===== config.mk =====
export PLATFORM = sky130hd
export DESIGN_NAME = trimmed_sum_drop_three_extremes_flat
export DESIGN_NICKNAME = d
export VERILOG_FILES = /design/src/sv/tsd_pkg.sv /design/src/sv/tsd_in_if.sv /design/src/sv/tsd_out_if.sv /design/src/sv/trimmed_sum_drop_three_extremes.sv /design/src/flat_wrapper.sv
export SDC_FILE = /design/constraint.sdc
export NUM_CORES = 2
export LEC_CHECK = 0
export ABC_AREA = 1
export BUFFER_PORTS_ARGS = -buffer_cell sky130_fd_sc_hd__buf_2
export CAP_MARGIN = 20
export CORE_MARGIN = 4
export CORE_UTILIZATION = 25
export CTS_CLUSTER_SIZE = 28
export DETAILED_ROUTE_END_ITERATION = 6
export PLACE_DENSITY_LB_ADDON = 0.25
export RECOVER_POWER = 50
export SLEW_MARGIN = 0
export SYNTH_ARGS = -nofsm -noshare
export SYNTH_HDL_FRONTEND = slang
export SYNTH_SLANG_ARGS = --single-unit
export TNS_END_PERCENT = 1

===== constraint.sdc =====
create_clock -name clk_i -period 23.3 [get_ports clk_i]
set_clock_uncertainty 0.1 [all_clocks]
set_input_delay 1.165 -clock clk_i [delete_from_list [all_inputs] [get_ports clk_i]]
set_output_delay 1.165 -clock clk_i [all_outputs]
set_load 0.01 [all_outputs]

===== src/sv/tsd_pkg.sv =====
// shared constants and types for the trimmed sum block
// no dependencies; used by the interfaces and the top level
package tsd_pkg;

  localparam int SAMPLE_W = 32;
  localparam int SUM_W    = 42;
  localparam int STATUS_W = 2;
  localparam int EXTREMES = 3;
  // six 32-bit extremes fit in 35 bits
  localparam int DROP_W   = SAMPLE_W + 3;

  localparam int MAX_SAMPLES_DEF = 1024;
  localparam int SKIP_COUNT_DEF  = 2;

  localparam logic [SUM_W-1:0]    SUM_MAX    = {SUM_W{1'b1}};
  localparam logic [SAMPLE_W-1:0] SAMPLE_MAX = {SAMPLE_W{1'b1}};

  typedef enum logic [STATUS_W-1:0] {
    ST_OK    = 2'd0,
    ST_SHORT = 2'd1,
    ST_SAT   = 2'd2
  } status_e;

endpackage


===== src/sv/tsd_in_if.sv =====
// input channel of the trimmed sum block: one sample per item
// depends on tsd_pkg
interface tsd_in_if;
  logic                          valid;
  logic                          ready;
  logic [tsd_pkg::SAMPLE_W-1:0]  sample;
  logic                          last;

  modport source (output valid, output sample, output last, input ready);
  modport sink   (input valid, input sample, input last, output ready);
endinterface


===== src/sv/tsd_out_if.sv =====
// result channel of the trimmed sum block: one result per batch
// depends on tsd_pkg
interface tsd_out_if;
  logic                          valid;
  logic                          ready;
  logic [tsd_pkg::SUM_W-1:0]     trimmed_sum;
  logic [tsd_pkg::STATUS_W-1:0]  status;

  modport source (output valid, output trimmed_sum, output status, input ready);
  modport sink   (input valid, input trimmed_sum, input status, output ready);
endinterface


===== src/sv/trimmed_sum_drop_three_extremes.sv =====
// Trimmed sum of a sample batch, three smallest and three largest dropped.
//
// in_i carries one 32-bit unsigned sample per item, last marks the end of a
// batch. The first SKIP_COUNT samples of each batch are discarded; every
// later sample is added to a saturating 42-bit total and sorted into two
// three-entry registers of smallest and largest values.
// out_o gives one result per batch: total minus the six extremes (zero for a short
// batch, all ones when saturated) and a status (ok, fewer than six kept samples, total saturated).
// Throughput: one item per cycle while in_i.ready is high, set by the combinational
// compare/insert and add on the batch accumulator.
// Pipeline: the edge that accepts the last sample of a batch loads the snapshot
// stage; the result then passes the extreme-sum stage and is subtracted into
// the output register, where it is presented until taken.
// Reset clears the accumulator and empties the pipeline; the block accepts
// items from the first cycle after reset.
// When the receiver stalls, results stay in the pipeline registers and
// in_i.ready drops only once a finished batch can no longer move forward.
// Depends on tsd_pkg, tsd_in_if and tsd_out_if.
module trimmed_sum_drop_three_extremes #(
  parameter int MAX_SAMPLES = tsd_pkg::MAX_SAMPLES_DEF,
  parameter int SKIP_COUNT  = tsd_pkg::SKIP_COUNT_DEF
) (
  input  logic             clk_i,
  input  logic             rst_ni,
  tsd_in_if.sink           in_i,
  tsd_out_if.source        out_o
);

  localparam int SAMPLE_W = tsd_pkg::SAMPLE_W;
  localparam int SUM_W    = tsd_pkg::SUM_W;
  localparam int DROP_W   = tsd_pkg::DROP_W;
  localparam int EXT      = tsd_pkg::EXTREMES;
  localparam int POS_CAP  = MAX_SAMPLES + SKIP_COUNT;
  localparam int POS_W    = $clog2(POS_CAP + 1);
  localparam int SHORT_LIM = SKIP_COUNT + 2 * EXT;

  localparam logic [POS_W-1:0] POS_CAP_V   = POS_W'(POS_CAP);
  localparam logic [POS_W-1:0] SKIP_V      = POS_W'(SKIP_COUNT);
  localparam logic [POS_W-1:0] SHORT_LIM_V = POS_W'(SHORT_LIM);

  // batch accumulator
  logic [SUM_W-1:0]    total_q, total_d;
  logic [SAMPLE_W-1:0] small_q [EXT];
  logic [SAMPLE_W-1:0] small_d [EXT];
  logic [SAMPLE_W-1:0] large_q [EXT];
  logic [SAMPLE_W-1:0] large_d [EXT];
  logic [POS_W-1:0]    pos_q, pos_d;
  logic                sat_q, sat_d;
  logic [SUM_W:0]      sum_ext;
  logic [SAMPLE_W-1:0] x;

  // snapshot stage
  logic                fin_valid_q;
  logic [SUM_W-1:0]    fin_total_q;
  logic [SAMPLE_W-1:0] fin_small_q [EXT];
  logic [SAMPLE_W-1:0] fin_large_q [EXT];
  logic                fin_short_q;
  logic                fin_sat_q;

  // extreme-sum stage
  logic                drp_valid_q;
  logic [SUM_W-1:0]    drp_total_q;
  logic [DROP_W-1:0]   drp_drop_q, drop_d;
  logic                drp_short_q;
  logic                drp_sat_q;

  // output register
  logic                out_valid_q;
  logic [SUM_W-1:0]    out_sum_q, out_sum_d;
  tsd_pkg::status_e    out_status_q, out_status_d;
  logic [SUM_W-1:0]    drop_ext;

  logic out_adv, drp_adv, fin_adv, in_fire;

  assign out_adv = !out_valid_q || out_o.ready;
  assign drp_adv = !drp_valid_q || out_adv;
  assign fin_adv = !fin_valid_q || drp_adv;
  assign in_i.ready = fin_adv;
  assign in_fire = in_i.valid && fin_adv;
  assign x = in_i.sample;

  // compare/insert and saturating add for one sample
  always_comb begin
    total_d = total_q;
    small_d = small_q;
    large_d = large_q;
    sat_d   = sat_q;
    pos_d   = pos_q;
    sum_ext = {1'b0, total_q} + (SUM_W + 1)'(x);
    if (pos_q >= SKIP_V) begin
      if (sum_ext[SUM_W]) begin
        total_d = tsd_pkg::SUM_MAX;
        sat_d   = 1'b1;
      end else begin
        total_d = sum_ext[SUM_W-1:0];
      end
      // smallest kept ascending
      if (x < small_q[0]) begin
        small_d = '{x, small_q[0], small_q[1]};
      end else if (x < small_q[1]) begin
        small_d = '{small_q[0], x, small_q[1]};
      end else if (x < small_q[2]) begin
        small_d = '{small_q[0], small_q[1], x};
      end
      // largest kept descending
      if (x > large_q[0]) begin
        large_d = '{x, large_q[0], large_q[1]};
      end else if (x > large_q[1]) begin
        large_d = '{large_q[0], x, large_q[1]};
      end else if (x > large_q[2]) begin
        large_d = '{large_q[0], large_q[1], x};
      end
    end
    if (pos_q < POS_CAP_V) begin
      pos_d = pos_q + 1'b1;
    end
  end

  always_ff @(posedge clk_i or negedge rst_ni) begin
    if (!rst_ni) begin
      total_q <= '0;
      small_q <= '{default: tsd_pkg::SAMPLE_MAX};
      large_q <= '{default: '0};
      pos_q   <= '0;
      sat_q   <= 1'b0;
    end else if (in_fire) begin
      if (in_i.last) begin
        // batch closes, accumulator back to its empty state
        total_q <= '0;
        small_q <= '{default: tsd_pkg::SAMPLE_MAX};
        large_q <= '{default: '0};
        pos_q   <= '0;
        sat_q   <= 1'b0;
      end else begin
        total_q <= total_d;
        small_q <= small_d;
        large_q <= large_d;
        pos_q   <= pos_d;
        sat_q   <= sat_d;
      end
    end
  end

  // valid bits of the result pipeline
  always_ff @(posedge clk_i or negedge rst_ni) begin
    if (!rst_ni) begin
      fin_valid_q <= 1'b0;
      drp_valid_q <= 1'b0;
      out_valid_q <= 1'b0;
    end else begin
      if (fin_adv) begin
        fin_valid_q <= in_fire && in_i.last;
      end
      if (drp_adv) begin
        drp_valid_q <= fin_valid_q;
      end
      if (out_adv) begin
        out_valid_q <= drp_valid_q;
      end
    end
  end

  always_comb begin
    drop_d = '0;
    for (int k = 0; k < EXT; k++) begin
      drop_d = drop_d + DROP_W'(fin_small_q[k]) + DROP_W'(fin_large_q[k]);
    end
  end

  assign drop_ext = SUM_W'(drp_drop_q);

  always_comb begin
    if (drp_short_q) begin
      out_sum_d    = '0;
      out_status_d = tsd_pkg::ST_SHORT;
    end else if (drp_sat_q) begin
      out_sum_d    = tsd_pkg::SUM_MAX;
      out_status_d = tsd_pkg::ST_SAT;
    end else begin
      out_sum_d    = (drp_total_q >= drop_ext) ? drp_total_q - drop_ext : '0;
      out_status_d = tsd_pkg::ST_OK;
    end
  end

  // payload registers
  always_ff @(posedge clk_i) begin
    if (in_fire && in_i.last) begin
      fin_total_q <= total_d;
      fin_small_q <= small_d;
      fin_large_q <= large_d;
      fin_sat_q   <= sat_d;
      fin_short_q <= pos_d < SHORT_LIM_V;
    end
    if (fin_valid_q && drp_adv) begin
      drp_total_q <= fin_total_q;
      drp_drop_q  <= drop_d;
      drp_short_q <= fin_short_q;
      drp_sat_q   <= fin_sat_q;
    end
    if (drp_valid_q && out_adv) begin
      out_sum_q    <= out_sum_d;
      out_status_q <= out_status_d;
    end
  end

  assign out_o.valid       = out_valid_q;
  assign out_o.trimmed_sum = out_sum_q;
  assign out_o.status      = out_status_q;

  // extreme registers stay sorted
  assert property (@(posedge clk_i) disable iff (!rst_ni)
    small_q[0] <= small_q[1] && small_q[1] <= small_q[2] &&
    large_q[0] >= large_q[1] && large_q[1] >= large_q[2])
    else $error("extreme registers out of order");

  // a closing sample empties the accumulator
  assert property (@(posedge clk_i) disable iff (!rst_ni)
    in_fire && in_i.last |=> pos_q == '0 && total_q == '0 && !sat_q)
    else $error("accumulator not cleared after last sample");

  // position counter never passes its cap
  assert property (@(posedge clk_i) disable iff (!rst_ni)
    pos_q <= POS_CAP_V)
    else $error("position counter above cap");

  // a short batch reports a zero sum
  assert property (@(posedge clk_i) disable iff (!rst_ni)
    out_valid_q && out_status_q == tsd_pkg::ST_SHORT |-> out_sum_q == '0)
    else $error("short batch with nonzero sum");

endmodule


===== src/flat_wrapper.sv =====
// flat-port wrapper written by rule: the top's interface ports become plain ports
module trimmed_sum_drop_three_extremes_flat 
#(
  parameter int MAX_SAMPLES = tsd_pkg::MAX_SAMPLES_DEF,
  parameter int SKIP_COUNT  = tsd_pkg::SKIP_COUNT_DEF
)
  (clk_i, rst_ni, in_i_valid, in_i_sample, in_i_last, in_i_ready, out_o_valid, out_o_trimmed_sum, out_o_status, out_o_ready);
  tsd_in_if in_i_i ();
  tsd_out_if out_o_i ();
  input  logic clk_i;
  input  logic rst_ni;
  input wire logic [$bits(in_i_i.valid)-1:0] in_i_valid;
  input wire logic [$bits(in_i_i.sample)-1:0] in_i_sample;
  input wire logic [$bits(in_i_i.last)-1:0] in_i_last;
  output wire logic [$bits(in_i_i.ready)-1:0] in_i_ready;
  output wire logic [$bits(out_o_i.valid)-1:0] out_o_valid;
  output wire logic [$bits(out_o_i.trimmed_sum)-1:0] out_o_trimmed_sum;
  output wire logic [$bits(out_o_i.status)-1:0] out_o_status;
  input wire logic [$bits(out_o_i.ready)-1:0] out_o_ready;
  assign in_i_i.valid = in_i_valid;
  assign in_i_i.sample = in_i_sample;
  assign in_i_i.last = in_i_last;
  assign in_i_ready = in_i_i.ready;
  assign out_o_valid = out_o_i.valid;
  assign out_o_trimmed_sum = out_o_i.trimmed_sum;
  assign out_o_status = out_o_i.status;
  assign out_o_i.ready = out_o_ready;
  trimmed_sum_drop_three_extremes #(.MAX_SAMPLES(MAX_SAMPLES), .SKIP_COUNT(SKIP_COUNT)) u_core (.clk_i(clk_i), .rst_ni(rst_ni), .in_i(in_i_i), .out_o(out_o_i));
endmodule

==> insert_results.sql <==
INSERT INTO impl_metrics (metric_group, metric, value, unit) VALUES
('clock_tree', 'postCtsResizedCells', '0', ''),
('grt', 'grt_antenna_before_repair', '10', ''),
('sta', 'tcrit_tclk_final', '45.2', '%'),
('grt', 'global_route.overflow_total', '0', ''),
('worst_setup_path', 'crit_path_leading_delay_family', 'buffers and inverters', ''),
('floorplan', 'floorplan.die_area', '182000', 'sq um'),
('sta', 'setup-tns-final', '0', 'ns'),
('run_status', 'status', 'finished, violations left', ''),
('grt', 'grt_first_pass_wirelength', '224000', 'microns'),
('drt', 'postRouteAntennaNets', '0', ''),
('drt', 'drc', '0', ''),
('drt', 'routed_wire_per_std_cell', '18.9', 'microns'),
('worst_setup_path', 'timing.critical_path.arrival', '10.37', 'ns'),
('floorplan', 'io-pin-count', '83', ''),
('clock_tree', 'tritoncts', 'yes', ''),
('sta', 'setup_viol', '0', ''),
('place', 'dp_hpwl', '114000', 'microns'),
('worst_setup_path', 'worst-path-max-fanout', '89', ''),
('logic_synthesis', 'synth_most_common_cell', 'sky130_fd_sc_hd__nand2_1', ''),
('place', 'globalplace.congestion', '0.899', ''),
('clock_tree', 'clock_root_buffer_master', 'sky130_fd_sc_hd__clkbuf_16', ''),
('sta', 'slew_headroom', '-284', '%'),
('clock_tree', 'cts-hold-fix-buffers', '0', ''),
('grt', 'grt_util_met1', '23.8', '%'),
('logic_synthesis', 'synth_top_cells_by_area', 'sky130_fd_sc_hd__edfxtp_1 (25%), sky130_fd_sc_hd__nand2_1 (12%), sky130_fd_sc_hd__ha_1 (9.3%)', ''),
('sta', 'report.final.slew_viol_count', '691', ''),
('sta', 'worst_margin_pin_slew', '5.76', 'ns'),
('floorplan', 'die_width', '426', 'microns'),
('run', 'max_cap_viols', '14', ''),
('worst_setup_path', 'slowest_delay', '3.95', 'ns'),
('worst_setup_path', 'start_kind', 'input port', ''),
('final_layout', 'syn_to_final_growth', '11.5', '%'),
('clock_tree', 'cts.path.max_buffers', '3', ''),
('logic_synthesis', 'post_synth.cell_area_avg', '7.95', 'sq um'),
('worst_setup_path', 'crit_path_end_kind', 'asynchronous set/reset pin', ''),
('power', 'ir_drop', '83.1', 'uV'),
('logic_synthesis', 'synthesis.area', '43800', 'sq um'),
('worst_setup_path', 'critPathSlowestCell', 'sky130_fd_sc_hd__clkbuf_1', ''),
('sta', 'grt_setup_unrepaired', 'false', ''),
('power', 'leakagePower', '22.6', 'nW'),
('sta', 'post-route-min-period', '10.53', 'ns'),
('sta', 'fmax', '94.9', 'MHz'),
('grt', 'globalRouteMet2Util', '24.8', '%'),
('logic_synthesis', 'netlist_instances', '5503', ''),
('drt', 'vias', '36790', ''),
('logic_synthesis', 'postSynthNetCount', '5965', ''),
('grt', 'grt_usage', '16.2', '%'),
('drt', 'routed_wl', '149000', 'microns'),
('logic_synthesis', 'post_synth_num_cell_types', '59', ''),
('drt', 'dr.pass1.iters', '5', ''),
('drt', 'drt-vias-per-instance', '4.65', ''),
('min_path', 'hp-class', 'register to register', ''),
('clock_tree', 'tritoncts.num_buffers', '75', ''),
('floorplan', 'core_region_area', '174000', 'sq um'),
('worst_setup_path', 'cp_data_required_time', '23.13', 'ns'),
('logic_synthesis', 'synth-seq-cells', '608', ''),
('logic_synthesis', 'synth-main-ff-cell', 'sky130_fd_sc_hd__edfxtp_1', ''),
('worst_setup_path', 'crit_chain', 'clkbuf_1, clkbuf_1, clkbuf_1', ''),
('drt', 'drt_first_iter_violations', '2706', ''),
('clock_tree', 'worst_skew_pair.late_latency', '0.71', 'ns'),
('sta', 'finalHoldViolCount', '0', ''),
('final_layout', 'post_route_cells_drive_above_1_share', '6.71', '%'),
('worst_setup_path', 'timing_worst_setup_path_type', 'input port to asynchronous set/reset pin', ''),
('worst_setup_path', 'timing.critical_path.mode_cell', 'sky130_fd_sc_hd__clkbuf_1', ''),
('floorplan', 'row_count', '153', ''),
('run_status', 'failing_checks', 'capacitance limit, slew limit', ''),
('final_layout', 'diodes', '0', ''),
('grt', 'globalRoute.busiestLayer', 'met2', ''),
('logic_synthesis', 'synth_top_area_cell', 'sky130_fd_sc_hd__edfxtp_1', ''),
('place', 'port_buffers', '82', ''),
('clock_tree', 'clkSlewWorstSetupHoldPaths', '0.06', 'ns');
[layout by cell type, fill, tap and decap left out, types with 30 or more instances in the layout]
cell,instances
sky130_fd_sc_hd__fa_1,99
sky130_fd_sc_hd__o21ai_2,33
sky130_fd_sc_hd__dfrtp_1,153
sky130_fd_sc_hd__nor2_1,309
sky130_fd_sc_hd__nand2_1,1422
sky130_fd_sc_hd__edfxtp_1,359
sky130_fd_sc_hd__nand3_1,518
sky130_fd_sc_hd__inv_1,894
sky130_fd_sc_hd__a21oi_1,340
sky130_fd_sc_hd__ha_1,326
sky130_fd_sc_hd__o22ai_1,42
sky130_fd_sc_hd__a21boi_0,62
sky130_fd_sc_hd__xor2_1,88
sky130_fd_sc_hd__clkbuf_1,77
sky130_fd_sc_hd__clkbuf_16,76
sky130_fd_sc_hd__o21ai_0,264
sky130_fd_sc_hd__dfstp_2,96
sky130_fd_sc_hd__xnor2_1,37
sky130_fd_sc_hd__buf_2,34
sky130_fd_sc_hd__o21ai_1,30
[per-stage QoR]
step	power, mW	util (%)	worst slack [ns]	hold slack, ns	instances
6_report	6.28	28.0	12.77	0.312	7915
3_5_place_dp	5.13	26.7	17.24	0.305	7775
4_1_cts	6.35	28.2	17.18	0.302	7915
3_3_place_gp	5.11	26.7	17.15	0.302	7775
2_1_floorplan	4.00	-	10.42	0.300	5503
5_1_grt	6.86	28.0	10.98	0.322	7915
[path summary, 6_finish.rpt]
check                                            start                     end  slack (ns)  cells past startpoint
max in group clk_i                         out_o_ready   u_core.fin_small_q[2]       13.89                     10
worst min-delay path            u_core.fin_total_q[22]  u_core.drp_total_q[22]        0.31                      0
worst max register to register      u_core.out_o.valid   u_core.fin_small_q[2]       14.07                      8
min in group asynchronous                       rst_ni      u_core.large_q[26]        2.51                      1
worst max-delay path                            rst_ni       u_core.large_q[0]       12.77                      3
worst min register to register  u_core.fin_total_q[22]  u_core.drp_total_q[22]        0.31                      0
[where the power goes]
| group | switching [mW] | leakage, nW | internal [mW] |
|---|---|---|---|
| Sequential | 0.137 | 6.43 | 1.50 |
| Clock | 0.521 | 1.17 | 0.670 |
| Combinational | 2.32 | 15.0 | 1.13 |
| Total | 2.98 | 22.6 | 3.30 |
[sequential cells by signal, summed over array words and instances (netlist names)]
signal and count:
u_core.drp_drop_q 35, u_core.drp_sat_q 1, u_core.drp_short_q 1, u_core.drp_total_q 42, u_core.drp_valid_q 1, u_core.fin_large_q 96
u_core.fin_sat_q 1, u_core.fin_short_q 1, u_core.fin_small_q 96, u_core.fin_total_q 42, u_core.fin_valid_q 1, u_core.large_q 96
u_core.out_o.status 2, u_core.out_o.trimmed_sum 42, u_core.out_o.valid 1, u_core.pos_q 11, u_core.sat_q 1, u_core.small_q 96
u_core.total_q 42
[layout make-up]
| class | count | area (sq um) |
|---|---|---|
| inverters | 904 | 3410 |
| fillers | 18926 | 125000 |
| repair buffers | 119 | 594 |
| clock buffers | 104 | 2090 |
| flip-flops and latches | 608 | 17100 |
| well taps | 2325 | 2910 |
| multi-input cells | 3819 | 22300 |
| clock inverters | 36 | 384 |
[cells by family after synthesis]
kind of cell	Yosys count	share of synthesized area [%]
buffers and inverters	1076	9.83
xor gates and xnor gates	125	2.50
adders and majority gates	425	13.9
DFF	608	39.2
AOI/OAI and AO/OA	883	11.5
and+or+nand+nor	2386	23.2
[layer usage]
layer | up-vias | part of all wire [%]
met3 | 177 | 6.4
li1 | 18048 | -
met4 | 6 | 2.0
met1 | 17622 | 49
met5 | - | 0.023
met2 | 937 | 43
(Power assumes the default switching activity.)
